==> src/rtl/core/tfn_pkg.sv <==
`default_nettype none
package tfn_pkg;
    localparam int COORD_BITS_DEF = 16;
    localparam int NFB_DEF        = 14;
    localparam int OUT_BITS       = 16;
    // the largest scaled magnitude sits in [2^29, 2^30)
    localparam int SCALED_BITS    = 30;
    localparam int SCALE_TOP      = SCALED_BITS - 1;
    localparam int SQ_BITS        = 2 * SCALED_BITS;
    localparam int SUM_BITS       = SQ_BITS + 2;
    localparam int ROOT_BITS      = SUM_BITS / 2;

    typedef logic signed [OUT_BITS-1:0] t_norm;

    typedef struct packed {
        logic [2:0] neg;
        logic       degen;
    } t_ctl;
endpackage
`default_nettype wire

==> src/rtl/core/tfn_div_cell.sv <==
`default_nettype none
module tfn_div_cell #(
    parameter int DEN_W = 31,
    parameter int QB    = 15
) (
    input  wire logic                   i_clk,
    input  wire logic                   i_rst_n,
    input  wire logic                   i_en,
    input  wire logic                   i_vld,
    input  wire logic [DEN_W-1:0]       i_den,
    input  wire logic [2:0][DEN_W-1:0]  i_rem,
    input  wire logic [2:0][QB-1:0]     i_nq,
    input  wire tfn_pkg::t_ctl          i_ctl,
    output logic                        o_vld,
    output logic [DEN_W-1:0]            o_den,
    output logic [2:0][DEN_W-1:0]       o_rem,
    output logic [2:0][QB-1:0]          o_nq,
    output tfn_pkg::t_ctl               o_ctl
);
    logic [2:0][DEN_W:0]   t;
    logic [2:0][DEN_W-1:0] n_rem;
    logic [2:0][QB-1:0]    n_nq;

    // restoring step on three lanes; nq holds numerator bits on top, quotient below
    always_comb begin
        for (int k = 0; k < 3; k++) begin
            t[k] = {i_rem[k], i_nq[k][QB-1]};
            if (t[k] >= {1'b0, i_den}) begin
                n_rem[k] = DEN_W'(t[k] - {1'b0, i_den});
                n_nq[k]  = {i_nq[k][QB-2:0], 1'b1};
            end else begin
                n_rem[k] = t[k][DEN_W-1:0];
                n_nq[k]  = {i_nq[k][QB-2:0], 1'b0};
            end
        end
    end

    always_ff @(posedge i_clk) begin
        if (!i_rst_n) begin
            o_vld <= 1'b0;
        end else if (i_en) begin
            o_vld <= i_vld;
        end
        if (i_en) begin
            o_den <= i_den;
            o_rem <= n_rem;
            o_nq  <= n_nq;
            o_ctl <= i_ctl;
        end
    end
endmodule
`default_nettype wire

==> config.mk <==
export PLATFORM = sky130hd
export DESIGN_NAME = tfn_div_cell
export DESIGN_NICKNAME = d
export VERILOG_FILES = /design/src/rtl/core/tfn_pkg.sv /design/src/rtl/core/tfn_div_cell.sv
export SDC_FILE = /design/constraint.sdc
export NUM_CORES = 1
export LEC_CHECK = 0
export ABC_AREA = 1
export BUFFER_PORTS_ARGS = -buffer_cell sky130_fd_sc_hd__buf_2
export CORE_ASPECT_RATIO = 0.5
export CORE_MARGIN = 8
export CORE_UTILIZATION = 56
export DETAILED_ROUTE_END_ITERATION = 10
export PLACE_DENSITY = 0.9
export SLEW_MARGIN = 15
export SYNTH_ARGS = -nofsm -noshare
export SYNTH_HDL_FRONTEND = slang
export SYNTH_SLANG_ARGS = --single-unit
==> constraint.sdc <==
create_clock -name i_clk -period 3.8 [get_ports i_clk]
set_input_delay 0.38 -clock i_clk [delete_from_list [all_inputs] [get_ports i_clk]]
set_output_delay 0.38 -clock i_clk [all_outputs]
set_load 0.1 [all_outputs]
==> impl_metrics.tcl <==
set metrics [dict create \
    status "complete, but fails checks" \
    violations "design-rule violations" \
    synth_top_cell_area_share_pct 37.78 \
    hold_buffers 0 \
    cp.buffers_inverters 3 \
    design_area_um2 16450 \
    cts_tree "yes" \
    cellPowerDensity_nw_per_um2 472.3 \
    grt_max_degree 104 \
    die_height_um 126.8 \
    place.gp.congestion 1.022 \
    ant_nets 0 \
    die_area_um2 30130 \
    cts-root-buf "clkbuf_16" \
    synth_top_cell_by_area "edfxtp_1" \
    clkLatencyLatePin_ns 0.45 \
    grt_usage_pct 29.59 \
    synth_compound_area_share_pct 2.793 \
    path_cells "buf_2 > ha_1 > fa_1 > inv_1 > nand2_1 > nand2_1 > nand3_1 > nand2_1 > nand2_1 > nand3_1 > nand2_1 > nand2_4 > inv_2 > nand2_1 > nand2_1" \
    post_cts_buffers 0 \
    first_global_vias 13320 \
    core_area_um2 24070 \
    yosysSeqAreaShare_pct 37.93 \
    slew_headroom_pct 57.22 \
    area_growth_syn_to_layout_pct 19.66 \
    crit_path_end_kind "flip-flop" \
    clkTransAtPathRegs_ns 0.07 \
    synth_nets 2285 \
    multi_input_area_um2 6877 \
    drive_gt1_share_pct 17.57 \
    viasPerCell 5.192 \
    ys_top_cells_by_area "edfxtp_1, nand2_1, inv_1" \
    reg2reg_depth 2 \
    cts_htree_levels 4 \
    yosysUniqueCellTypes 29 \
    cts_inserted_buffers 17 \
    postCtsResizedCells 0 \
    instances_no_fill 2717 \
    fmax_ghz 0.3814 \
    cts.sinks 174 \
    min_period_over_period_pct 69.01 \
    met3WireLength_um 4436 \
    crit_path_frequent_cell "nand2_1" \
    die_x_um 237.6 \
    rsz0062_at_grt "false" \
    yosysWarningCount 0 \
    nFillCells 2045 \
    ys_ff_latch 174 \
    start_kind "primary input" \
    reg2reg_to "o_vld$_SDFFE_PN0P_" \
    hpwlAfterDp_um 36810 \
    worstMarginPinSlew_ns 0.6417 \
    crit_fanout 35 \
    drtIter0Drc 1428 \
    synth_xor_area_share_pct 2.611 \
    seq_area_um2 5215 \
    slowest_delay_ns 0.37 \
    num_vias 14110 \
    drv_cap 0 \
    crit_family "simple AND/OR/NAND/NOR gates" \
    clockBufferDepth 2 \
    power_uw 7771 \
    final.setup.tns_ns 0 \
    synth_fa_ha_area_share_pct 8.899 \
    slowest_stage "fa_1" \
    finClkSkew_ns 0 \
    synth_simple_gate_area_share_pct 35.71 \
    wl_met2_um 21670 \
    min_path_cells 1 \
    final_max_slew_viol_count 0 \
    ir_drop_mv 0.2733 \
    top_layer "met5" \
    wl_met1_um 17500 \
    antenna_found_initial 5 \
    wl_per_cell_um 16.66 \
    p_leak_uw 0.009407 \
    postPlaceCellArea_um2 15840 \
    period_minus_slack_ns 2.622 \
    syn_inst 2012 \
    cp.depth 15 \
    grt_overflow 0 \
    syn_area_per_cell_um2 6.834 \
    finalSetupViolations 0 \
    path_class "primary input to flip-flop" \
    crit_arrival_ns 2.82 \
    dp_cells 2683 \
    min_to "o_nq[21]$_DFFE_PP_" \
    rows 40 \
    first_pass_iters 9 \
    final-hold-violation-count 0 \
    grt_pass1_wl_um 70520 \
    start_util_pct 57.12 \
    drcViolationCount 1 \
    hp-class "primary input to flip-flop" \
    synth_area_um2 13750 \
    io_pins 351 \
    synth.area.mux_share_pct 0 \
    worstReg2RegStart "o_vld$_SDFFE_PN0P_" \
    critPathRequiredTime_ns 4.00 \
    io_buffers 350 \
    wl_um 45260 \
    worstHoldStart "i_nq[20]" \
    r2r_setup_slack_ns 3.15 \
    synth_top_family_by_area "simple AND/OR/NAND/NOR gates" \
    final_nets 2639 \
]
## cell usage after synthesis
library cell / number
a21oi_1: 48
a21oi_2: 3
and2_1: 6
and3_1: 3
buf_2: 12
buf_6: 6
dfxtp_1: 1
edfxtp_1: 173
fa_1: 3
ha_1: 93
inv_1: 400
inv_2: 8
nand2_1: 879
nand2_2: 4
nand2_4: 3
nand3_1: 134
nand3b_1: 6
nand4_1: 19
nor2_1: 122
nor2_2: 3
nor2_4: 6
nor3_1: 10
nor3_2: 1
o21ai_0: 9
o21ai_1: 1
o21bai_1: 9
or2_0: 3
or2_2: 6
xor2_1: 41
## area by class of cell
class	instances	share of cell area, %
multi-input combinational	1412	41.79
sequential	174	31.69
timing repair buffer	353	10.90
inverter	408	9.307
clock buffer	21	2.859
tap	336	2.555
clock inverter	11	0.8669
antenna	2	0.03042
## placed cells by master (no fill, tap or decap), drive strengths merged, types with 6 or more instances in the layout
master,instances
clkbuf,21
nor3,11
nand4,19
o21bai,9
a21oi,51
buf,353
nand3,134
and2,6
nand2,886
o21ai,10
edfxtp,173
nand3b,6
inv,415
ha,93
xor2,41
or2,9
nor2,131
## state kept, by name, summed over array words and instances (netlist names)
| register | flops |
|---|---|
| o_rem | 93 |
| o_nq | 45 |
| o_den | 31 |
| o_vld | 1 |
| o_ctl | 4 |
## through the flow
step	util, %	hold WS [ns]	setup WS (ns)
after floorplan	-	0.4735	1.559
after global placement	65.78	0.5167	0.8184
after detailed placement	65.78	0.5331	0.7412
after CTS	68.33	0.08492	1.212
after global routing	68.35	0.09003	0.9849
final	68.35	0.09855	1.178
## power by group
| part | leakage (µW) | total [µW] | switching, µW | internal [µW] |
|---|---|---|---|---|
| registers | 0.00170 | 2450 | 56.2 | 2400 |
| clock network | 0.000300 | 1880 | 835 | 1040 |
| logic | 0.00741 | 3440 | 2770 | 665 |
## worst max path at each step
stage,startpoint,endpoint
2_1_floorplan,i_nq[14],o_rem[10]$_DFFE_PP_
3_3_place_gp,i_den[0],o_rem[23]$_DFFE_PP_
3_5_place_dp,i_den[0],o_rem[20]$_DFFE_PP_
4_1_cts,i_den[0],o_rem[20]$_DFFE_PP_
5_1_grt,i_den[0],o_rem[28]$_DFFE_PP_
6_report,i_den[0],o_rem[28]$_DFFE_PP_
## layer usage
metal | global-route usage (%) | up-vias
met5 | 0 | -
met2 | 51.06 | 710
li1 | - | 6905
met1 | 35.55 | 6361
met4 | 11.97 | 8
met3 | 6.873 | 122
## worst register-to-register path, stage by stage (launching register included)
cell     delay (ns)
dfxtp_1        0.30
o21ai_0        0.15
a21oi_1        0.06
## logic make-up (layout without fill, tap and decap cells)
family | count (synthesis) | after routing
compound gates | 70 | 70
xor+xnor | 41 | 41
fa+ha+maj | 96 | 96
buf+inv | 426 | 793
flops | 174 | 174
other cells | 0 | 2
simple gates | 1205 | 1205
Power figures use the tool's default switching activity.
