## src/rtl/core/tfn_sqrt_cell.sv

```systemverilog
`default_nettype none
module tfn_sqrt_cell #(
    parameter int SUM_W  = 62,
    parameter int ROOT_W = 31,
    parameter int SIDE_W = 8
) (
    input  wire logic              i_clk,
    input  wire logic              i_rst_n,
    input  wire logic              i_en,
    input  wire logic              i_vld,
    input  wire logic [SUM_W-1:0]  i_rad,
    input  wire logic [ROOT_W:0]   i_rem,
    input  wire logic [ROOT_W-1:0] i_root,
    input  wire logic [SIDE_W-1:0] i_side,
    output logic                   o_vld,
    output logic [SUM_W-1:0]       o_rad,
    output logic [ROOT_W:0]        o_rem,
    output logic [ROOT_W-1:0]      o_root,
    output logic [SIDE_W-1:0]      o_side
);
    logic [ROOT_W+2:0] t;
    logic [ROOT_W+2:0] trial;
    logic [ROOT_W:0]   n_rem;
    logic [ROOT_W-1:0] n_root;

    // one result bit per cell: two radicand bits come down each step
    always_comb begin
        t     = {i_rem, i_rad[SUM_W-1 -: 2]};
        trial = {1'b0, i_root, 2'b01};
        if (t >= trial) begin
            n_rem  = (ROOT_W + 1)'(t - trial);
            n_root = {i_root[ROOT_W-2:0], 1'b1};
        end else begin
            n_rem  = t[ROOT_W:0];
            n_root = {i_root[ROOT_W-2:0], 1'b0};
        end
    end

    always_ff @(posedge i_clk) begin
        if (!i_rst_n) begin
            o_vld <= 1'b0;
        end else if (i_en) begin
            o_vld <= i_vld;
        end
        if (i_en) begin
            o_rad  <= {i_rad[SUM_W-3:0], 2'b00};
            o_rem  <= n_rem;
            o_root <= n_root;
            o_side <= i_side;
        end
    end
endmodule
`default_nettype wire

```

## config.mk

```make
export PLATFORM = sky130hd
export DESIGN_NAME = tfn_sqrt_cell
export DESIGN_NICKNAME = d
export VERILOG_FILES = /design/src/rtl/core/tfn_sqrt_cell.sv
export SDC_FILE = /design/constraint.sdc
export NUM_CORES = 1
export LEC_CHECK = 0
export ABC_CLOCK_PERIOD_IN_PS = 2800
export BUFFER_PORTS_ARGS = -buffer_cell sky130_fd_sc_hd__buf_4
export CAP_MARGIN = 20
export CORE_UTILIZATION = 43
export DETAILED_ROUTE_END_ITERATION = 6
export PLACE_DENSITY = 0.85
export SYNTH_ARGS = -nofsm -noshare
export SYNTH_HDL_FRONTEND = slang
export SYNTH_SLANG_ARGS = --single-unit
```

## constraint.sdc

```tcl
create_clock -name i_clk -period 2.8 [get_ports i_clk]
set_input_delay 0.28 -clock i_clk [delete_from_list [all_inputs] [get_ports i_clk]]
set_output_delay 0.28 -clock i_clk [all_outputs]
set_load 0.05 [all_outputs]
```

==> results.json, run 1 <==
{
  "post_cts_resized": 0,
  "ys_seq_area_share_pct": 62.7,
  "grt_pass1_vias": 5153,
  "hold_violations": 0,
  "vias": 5082,
  "ant_nets": 0,
  "place_congestion": 0.828,
  "fin_crit_sh_pct": 93.8,
  "crit_path_max_fanout": 3,
  "num_io_pins": 271,
  "wl_per_cell_um": 19.0,
  "overflow": 0,
  "routed_wl_um": 18600,
  "clock_latency_ns": 0.41,
  "worst_slew_pin_slew_ns": 0.594,
  "cts_htree_levels": 4,
  "crit_type": "primary input to register",
  "synth_seq_cells": 132,
  "placeableCoreArea_mm2": 0.0141,
  "diodes": 0,
  "instances_no_fill": 981,
  "cp.required_ns": 2.97,
  "post-route-min-period_ns": 2.63,
  "final_area_mm2": 0.00957,
  "rsz0062_at_grt": "no",
  "avgViaCountPerCell": 5.18,
  "run_status": "complete, no violations",
  "synth_area_mm2": 0.00630,
  "critPathCaptureType": "register",
  "firstDrtPassIters": 5,
  "fp.dieW_um": 123,
  "slew_headroom_pct": 60.4,
  "cts_buffers": 17,
  "cts_setup_buffers": 0,
  "route.detailed.drc": 0,
  "finalNetCount": 958,
  "die_h_um": 123,
  "grt_first_pass_wirelength_um": 26900,
  "finalSetupViolCount": 0,
  "synthFlopType": "edfxtp_1",
  "hpwl_um": 14400,
  "track_usage_pct": 24.2,
  "yosysUniqueCellTypes": 52,
  "synth_area_per_cell_um2": 13.9,
  "clock_sinks": 132,
  "cap_viol_max_count": 0,
  "yosys_warnings": 0,
  "rows": 43,
  "clock_tree.root_cell": "clkbuf_16",
  "fmax_mhz": 381,
  "clkTransAtPathRegs_ns": 0.06,
  "drive_above_1_share_pct": 49.1,
  "synth_edf_count": 131,
  "async_flop_share_pct": 0,
  "hold_class": "primary input to register",
  "cts.path.max_buffers": 2,
  "antenna_found_initial": 0,
  "syn2layout_area_growth_pct": 51.8,
  "maxSlewViolCount": 0,
  "dp.cells": 949,
  "syn-instance-count": 453,
  "drt_iter0_drc": 253,
  "power_leakage_uw": 0.00435,
  "placed_cell_area_mm2": 0.00901,
  "grt_max_degree": 67,
  "cts_hold_buf": 0,
  "finClkSkew_ns": 0,
  "start_util_pct": 44.7,
  "p_per_area_mw_per_mm2": 690,
  "critPathLaunchType": "primary input",
  "dieArea_mm2": 0.0152,
  "max-vdd-ir-drop_mv": 0.438,
  "portBuffers": 268,
  "arrival_ns": 2.80,
  "cts_tree": "done"
}
Yosys cell counts, drive strengths merged (4+ instances only):
cell	count	area, µm²
ha	33	413
o211ai	4	30.0
nor3	8	40.0
a21o	11	82.6
mux2	26	379
xor2	6	52.6
nand2	21	78.8
xnor2	24	210
buf	6	60.1
nor2	14	52.6
and3	6	37.5
edfxtp	131	3930
a21oi	35	175
a211oi	6	50.1
nand2b	8	50.1
inv	40	150
clkbuf	7	26.3
nand3	6	30.0
o21ai	14	70.1
state kept, by name, indices dropped and copies added (netlist names):
name and count:
o_vld 1, o_rad 60, o_root 31, o_side 8, o_rem 32
cells in the final DEF (no fill, tap or decap), drive strengths merged, types with 4 or more instances in the layout:
cell type,n
nand3,6
a21oi,35
nor3,8
inv,42
nand2,21
nand2b,8
edfxtp,131
mux2,26
o21ai,14
and3,6
clkbuf,18
o211ai,4
buf,328
a21o,11
clkinv,8
nor2,14
ha,33
xnor2,24
xor2,6
a211oi,6
per-stage QoR:
stage	setup TNS [ns]	utilization, %	hold WS [ns]	setup slack [ns]	total power (µW)
floorplan	0	-	0.379	0.0183	3780
detailed placement	-3.05	63.9	0.459	-0.265	4520
global placement	-2.04	63.9	0.459	-0.130	4470
finish	0	67.9	0.0335	0.173	6600
CTS	0	67.9	0.0174	0.186	6630
global route	0	67.9	0.0179	0.0157	6830
logic make-up after synthesis:
logic type                 Yosys count  synth area share (%)
muxes                               28                  6.33
DFF                                132                  62.7
and+or+nand+nor                     78                  6.27
other                                1                0.0595
buffers and inverters               53                  3.75
AOI/OAI and AO/OA                   98                  10.2
adders and majority gates           33                  6.55
xor gates and xnor gates            30                  4.17
critical path: stages:
cell	delay (ns)
buf_4	0.12
ha_1	0.33
a21oi_1	0.17
o21ai_0	0.21
or4_1	0.46
or2_1	0.24
a221o_1	0.35
o31ai_1	0.27
xnor2_1	0.11
mux2_4	0.26
area by class of cell:
type,count,area [µm²]
sequential,132,3950
fill,987,4530
clock buffer,18,429
timing repair buffer,328,2500
inverter,40,150
multi-input combinational,269,2170
clock inverter,14,133
tap,180,225
metal layers:
| metal | vias to the layer above | share of wire (%) | global-route usage [%] |
|---|---|---|---|
| li1 | 2373 | - | - |
| met2 | 211 | 53 | 43.7 |
| met4 | 0 | 4.0 | 13.4 |
| met3 | 52 | 6.9 | 6.78 |
| met5 | - | 0 | 0 |
| met1 | 2446 | 36 | 25.4 |
path summary, 6_finish.rpt:
| path | cells past startpoint | startpoint | end | slack, ns |
|---|---|---|---|---|
| worst max register to register | 2 | o_vld$_SDFFE_PN0P_ | o_vld$_SDFFE_PN0P_ | 2.16 |
| worst max-delay path | 10 | i_rem[10] | o_rem[27]$_DFFE_PP_ | 0.17 |
| worst min register to register | 2 | o_vld$_SDFFE_PN0P_ | o_vld$_SDFFE_PN0P_ | 0.57 |
| worst min-delay path | 1 | i_rad[18] | o_rad[20]$_DFFE_PP_ | 0.03 |
where the power goes:
group	total (µW)	internal [µW]	switching, µW
clock network	2110	1230	877
logic	2010	783	1230
registers	2480	2420	62.6
Note: power is estimated with default switching activity, not from simulation.
==> run 2, diff against run 1 <==
--- a/config.mk
+++ b/config.mk
@@ -10,7 +10,7 @@
 export CAP_MARGIN = 20
 export CORE_UTILIZATION = 43
 export DETAILED_ROUTE_END_ITERATION = 6
-export PLACE_DENSITY = 0.85
+export PLACE_DENSITY = 0.76
 export SYNTH_ARGS = -nofsm -noshare
 export SYNTH_HDL_FRONTEND = slang
 export SYNTH_SLANG_ARGS = --single-unit
==> constraint.sdc (replaced) <==
create_clock -name i_clk -period 2.8 [get_ports i_clk]
set_input_delay 0.28 -clock i_clk [delete_from_list [all_inputs] [get_ports i_clk]]
set_output_delay 0.28 -clock i_clk [all_outputs]
set_load 0.005 [all_outputs]
==> run 2 against run 1 <==
Global-route usage shrank 0.12 points. Final area shrank 0.39%. Maximum frequency grew 1.2%.
==> results.json, run 2 (same netlist as run 1, synthesis figures left out) <==
{
  "r2r_slack_ns": 2.16,
  "start_util_pct": 44.7,
  "grt_first_pass_wirelength_um": 26400,
  "seqPwrFrac_pct": 41.7,
  "overflow": 0,
  "clock_sinks": 132,
  "cts_buffers": 17,
  "crit_path_max_fanout": 3,
  "path_cells": "buf_4 -> ha_1 -> a21oi_1 -> o21ai_0 -> or4_1 -> o211ai_1 -> buf_4 -> o21ai_0 -> a31oi_1 -> xnor2_1 -> mux2_4",
  "track_usage_pct": 24.1,
  "pre_cts_slack_ns": -0.179,
  "reg2reg_depth": 2,
  "fin_ws_ns": 0.205,
  "p_per_area_mw_per_mm2": 623,
  "switchingPower_uw": 1490,
  "routed_wl_um": 18400,
  "ant_nets": 0,
  "arrival_ns": 2.77,
  "sw_frac_of_total_pct": 25.0,
  "drt_iter0_drc": 319,
  "hold_violations": 0,
  "clock_latency_ns": 0.42,
  "postLayoutCoreUtil_pct": 67.6,
  "cts_htree_levels": 4,
  "cts_setup_buffers": 0,
  "largestRegisters": "o_rad (60), o_rem (32), o_root (31)",
  "cp_top_family": "compound AO/OA/AOI/OAI gates",
  "grt_pass1_vias": 4977,
  "wl_per_cell_um": 18.8,
  "place_congestion": 0.835,
  "worst_slew_pin_slew_ns": 0.714,
  "fp.dieW_um": 123,
  "firstDrtPassIters": 5,
  "dieArea_mm2": 0.0152,
  "cts.path.max_buffers": 2,
  "post_cts_resized": 0,
  "placeableCoreArea_mm2": 0.0141,
  "p_comb_share_pct": 22.3,
  "finClkSkew_ns": 0,
  "largest_reg_flops": 60,
  "clockPowerShare_pct": 36.0,
  "fmax_mhz": 385,
  "vias": 4916,
  "instances_no_fill": 976,
  "grt_max_degree": 133,
  "rows": 43,
  "drive_above_1_share_pct": 48.6,
  "finalNetCount": 953,
  "rsz0062_at_grt": "no",
  "rr_startpoint": "o_vld$_SDFFE_PN0P_",
  "layout_commonest_cell": "buf_4",
  "regMostFlops": "o_rad",
  "route.detailed.drc": 0,
  "antenna_found_initial": 0,
  "dp.cells": 944,
  "clock_tree.root_cell": "clkbuf_16",
  "max_stage_delay_ns": 0.48,
  "diodes": 0,
  "portBuffers": 268,
  "whs_endpoint": "o_rad[48]$_DFFE_PP_",
  "slew_headroom_pct": 52.4,
  "power_leakage_uw": 0.00433,
  "cts_hold_buf": 0,
  "p_int_uw": 4450,
  "post-route-min-period_ns": 2.60,
  "avgViaCountPerCell": 5.04,
  "r2r-end": "o_vld$_SDFFE_PN0P_",
  "cts_tree": "done",
  "finalSetupViolCount": 0,
  "finalSetupTns_ns": 0,
  "run_status": "complete, no violations",
  "layout_common_cells": "320 x buf_4, 131 x edfxtp_1, 40 x inv_1, 35 x a21oi_1, 30 x ha_1",
  "syn2layout_area_growth_pct": 51.2,
  "clkTransAtPathRegs_ns": 0.06,
  "worstHoldStart": "i_rad[46]",
  "cp_slowest_cell": "or4_1",
  "cap_viol_max_count": 0,
  "die_h_um": 123,
  "hpwl_um": 13800,
  "maxSlewViolCount": 0,
  "num_io_pins": 271,
  "hold_class": "primary input to register",
  "whs_path_depth": 1,
  "cp.required_ns": 2.98,
  "critPathCaptureType": "register",
  "critPathLaunchType": "primary input",
  "max-vdd-ir-drop_mv": 0.414,
  "crit_buf_inv": 2,
  "fin_crit_sh_pct": 92.7,
  "crit_type": "primary input to register"
}
==> run 2: final cells by class <==
type / instances / area [µm²]
fill: 1022 / 4560
sequential: 132 / 3950
tap: 180 / 225
clock buffer: 22 / 464
clock inverter: 10 / 101
timing repair buffer: 323 / 2460
inverter: 40 / 150
multi-input combinational: 269 / 2170
==> run 2: through the flow <==
| step | hold WS, ns | total power (µW) | area, µm² |
|---|---|---|---|
| after floorplan | 0.379 | 3100 | 6360 |
| after global placement | 0.459 | 3800 | 8970 |
| after detailed placement | 0.459 | 3830 | 8970 |
| after CTS | 0.00966 | 5990 | 9530 |
| after global routing | 0.00608 | 6180 | 9530 |
| final | 0.0233 | 5940 | 9530 |
==> run 2: worst max path at each step <==
stage | end | cells past startpoint | slack (ns) | start
2_1_floorplan | o_rem[11]$_DFFE_PP_ | 12 | 0.02 | i_root[6]
3_3_place_gp | o_rem[27]$_DFFE_PP_ | 10 | -0.13 | i_rem[8]
3_5_place_dp | o_rem[27]$_DFFE_PP_ | 10 | -0.18 | i_rem[10]
4_1_cts | o_rem[27]$_DFFE_PP_ | 10 | 0.27 | i_rem[10]
5_1_grt | o_rem[25]$_DFFE_PP_ | 11 | 0.12 | i_rem[10]
6_report | o_rem[25]$_DFFE_PP_ | 11 | 0.20 | i_rem[10]
==> run 2: metal layers <==
layer	vias to the layer above	wire, µm	global-route usage, %
met4	0	410	8.73
met3	29	1380	7.89
met2	185	9790	44.2
met1	2344	6820	25.7
met5	-	0	0
li1	2358	-	-
==> run 2: power by group through the flow <==
stage                     registers (µW)  clock network [µW]  logic, µW
after floorplan                     2540                   0        562
final                               2480                2140       1330
after global routing                2490                2260       1430
after global placement              2510                   0       1290
after CTS                           2480                2170       1330
after detailed placement            2520                   0       1320
==> run 3, diff against run 2 <==
--- a/config.mk
+++ b/config.mk
@@ -8,9 +8,11 @@
 export ABC_CLOCK_PERIOD_IN_PS = 2800
 export BUFFER_PORTS_ARGS = -buffer_cell sky130_fd_sc_hd__buf_4
 export CAP_MARGIN = 20
-export CORE_UTILIZATION = 43
+export CELL_PAD_IN_SITES_DETAIL_PLACEMENT = 0
+export CELL_PAD_IN_SITES_GLOBAL_PLACEMENT = 1
+export CORE_UTILIZATION = 34
 export DETAILED_ROUTE_END_ITERATION = 6
-export PLACE_DENSITY = 0.76
+export PLACE_DENSITY_LB_ADDON = 0.1
 export SYNTH_ARGS = -nofsm -noshare
 export SYNTH_HDL_FRONTEND = slang
 export SYNTH_SLANG_ARGS = --single-unit
==> run 3 against run 2 <==
The flow now finishes with violations (DRC). Clock skew unchanged. Total power rose by 1.7%. Flip-flop and latch count unchanged. Die area grew 26%. Sequential share of layout area decreased by 0.80 points. Critical endpoint is now o_rem[31]$_DFFE_PP_. Count of clock-buffer cells in the layout decreased by 5. First-iteration DRC count is 29% lower. Setup slack better by 0.043 ns. Non-clock buffer count up 13. Cell count up 6.4%. Largest power group unchanged. Highest routed layer unchanged. Sequential power hardly changed. Worst hold slack gained 0.00063 ns.
==> results.json, run 3 (same netlist as run 1, synthesis figures left out) <==
{
  "run_status": "finished, violations left",
  "violations": "DRC",
  "whs_ns": 0.0239,
  "maxSlewViolCount": 0,
  "portBuffers": 268,
  "cap_viol_max_count": 0,
  "crit_path_max_fanout": 4,
  "dieArea_mm2": 0.0191,
  "rr_startpoint": "o_vld$_SDFFE_PN0P_",
  "cts_setup_buffers": 0,
  "met1_usage_pct": 22.1,
  "r2r_slack_ns": 2.20,
  "rows": 49,
  "syn2layout_area_growth_pct": 54.2,
  "rsz0062_at_grt": "no",
  "post_cts_resized": 0,
  "critPathLaunchType": "primary input",
  "fp.dieW_um": 138,
  "fmax_mhz": 392,
  "vias": 4850,
  "num_io_pins": 271,
  "fin_crit_sh_pct": 91.1,
  "clock_sinks": 132,
  "drt_iter0_drc": 227,
  "layout_commonest_cell": "buf_4",
  "critPathCaptureType": "register",
  "crit_type": "primary input to register",
  "avgViaCountPerCell": 4.67,
  "worstHoldStart": "i_rad[44]",
  "placeableCoreArea_mm2": 0.0181,
  "seqPwrFrac_pct": 40.9,
  "slew_headroom_pct": 62.7,
  "cts_buffers": 17,
  "wl_per_cell_um": 16.6,
  "start_util_pct": 34.9,
  "post-route-min-period_ns": 2.55,
  "cts_htree_levels": 4,
  "clock_tree.root_cell": "clkbuf_16",
  "cts_tree": "done",
  "die_h_um": 138,
  "grt_max_degree": 64,
  "clock_latency_ns": 0.42,
  "p_comb_share_pct": 21.9,
  "cts_hold_buf": 0,
  "firstDrtPassIters": 6,
  "route.detailed.drc": 50,
  "p_per_area_mw_per_mm2": 622,
  "overflow": 0,
  "cp.required_ns": 2.97,
  "pre_cts_slack_ns": -0.197,
  "grt_use_met3_pct": 5.75,
  "layout_common_cells": "332 x buf_4, 131 x edfxtp_1, 40 x inv_1, 35 x a21oi_1, 30 x ha_1",
  "reg2reg_depth": 2,
  "finClkSkew_ns": 0,
  "track_usage_pct": 18.6,
  "finalSetupViolCount": 0,
  "grt_pass1_vias": 5012,
  "largestRegisters": "o_rad (60), o_rem (32), o_root (31)",
  "diodes": 0,
  "worst_slew_pin_slew_ns": 0.555,
  "clkTransAtPathRegs_ns": 0.06,
  "grt_use_met2_pct": 32.4,
  "cts.path.max_buffers": 2,
  "drive_above_1_share_pct": 49.8,
  "switchingPower_uw": 1520,
  "arrival_ns": 2.72,
  "largest_reg_flops": 60,
  "power_leakage_uw": 0.00441,
  "antenna_found_initial": 0,
  "finalNetCount": 966,
  "ant_nets": 0,
  "hold_violations": 0,
  "grt_first_pass_wirelength_um": 27300,
  "place_congestion": 0.787,
  "whs_path_depth": 1,
  "r2r-end": "o_vld$_SDFFE_PN0P_",
  "max-vdd-ir-drop_mv": 0.462,
  "whs_endpoint": "o_rad[46]$_DFFE_PP_",
  "sw_frac_of_total_pct": 25.2,
  "routed_wl_um": 17300,
  "hold_class": "primary input to register",
  "regMostFlops": "o_rad",
  "busiest_layer": "met2",
  "p_int_uw": 4520,
  "fin_ws_ns": 0.248,
  "clockPowerShare_pct": 37.2,
  "hpwl_um": 13500
}
[run 3: cell types whose count changed in the layout (fill, tap and decap cells not counted), moves of 2 or more]
cell / delta
clkbuf_8: -2
clkbuf_1: -3
inv_6: +5
clkinvlp_4: -2
buf_4: +12
[run 3: layout make-up]
class / count / area, µm²
Fill cell: 1582 / 8370
Sequential cell: 132 / 3950
Timing Repair Buffer: 336 / 2560
Multi-Input combinational cell: 269 / 2170
Clock buffer: 17 / 425
Tap cell: 229 / 287
Clock inverter: 15 / 165
Inverter: 40 / 150
[run 3: how the worst max path moves through the flow]
stage          slack (ns)       from  cells after the start                  end
5_1_grt              0.13  i_root[8]                     11  o_rem[27]$_DFFE_PP_
3_5_place_dp        -0.20   i_rem[8]                     10  o_rem[27]$_DFFE_PP_
2_1_floorplan        0.02  i_root[6]                     12  o_rem[11]$_DFFE_PP_
6_report             0.25   i_rem[9]                     11  o_rem[31]$_DFFE_PP_
3_3_place_gp        -0.16   i_rem[8]                     10  o_rem[27]$_DFFE_PP_
4_1_cts              0.25   i_rem[8]                     10  o_rem[27]$_DFFE_PP_
[run 3: power groups by stage]
stage,clock [µW],combinational (µW),sequential (µW)
after CTS,2310,1350,2470
after detailed placement,0,1340,2510
after floorplan,0,562,2540
final,2250,1320,2470
after global routing,2390,1440,2490
after global placement,0,1330,2510
[run 3: critical path: stages]
cell and delay (ns):
buf_4 0.11, ha_1 0.35, buf_4 0.14, nand3_1 0.10
nor2_1 0.17, a32o_1 0.27, o211ai_1 0.17, o31ai_1 0.51
a221oi_1 0.18, xnor2_1 0.17, mux2_2 0.26
[run 3: through the flow]
step | total power (µW) | instance area (µm²) | util, % | TNS [ns] | std cells
after CTS | 6130 | 9720 | 53.7 | 0 | 1038
after global routing | 6310 | 9720 | 53.7 | 0 | 1038
after detailed placement | 3850 | 9130 | 50.5 | -4.29 | 1006
after floorplan | 3100 | 6360 | - | 0 | 454
after global placement | 3840 | 9130 | 50.5 | -3.49 | 1006
final | 6040 | 9720 | 53.7 | 0 | 1038
[run 3: metal layers]
| metal | up-vias | routed length (µm) |
|---|---|---|
| met1 | 2261 | 7020 |
| met5 | - | 0 |
| met4 | 0 | 216 |
| met3 | 14 | 1330 |
| li1 | 2384 | - |
| met2 | 191 | 8700 |
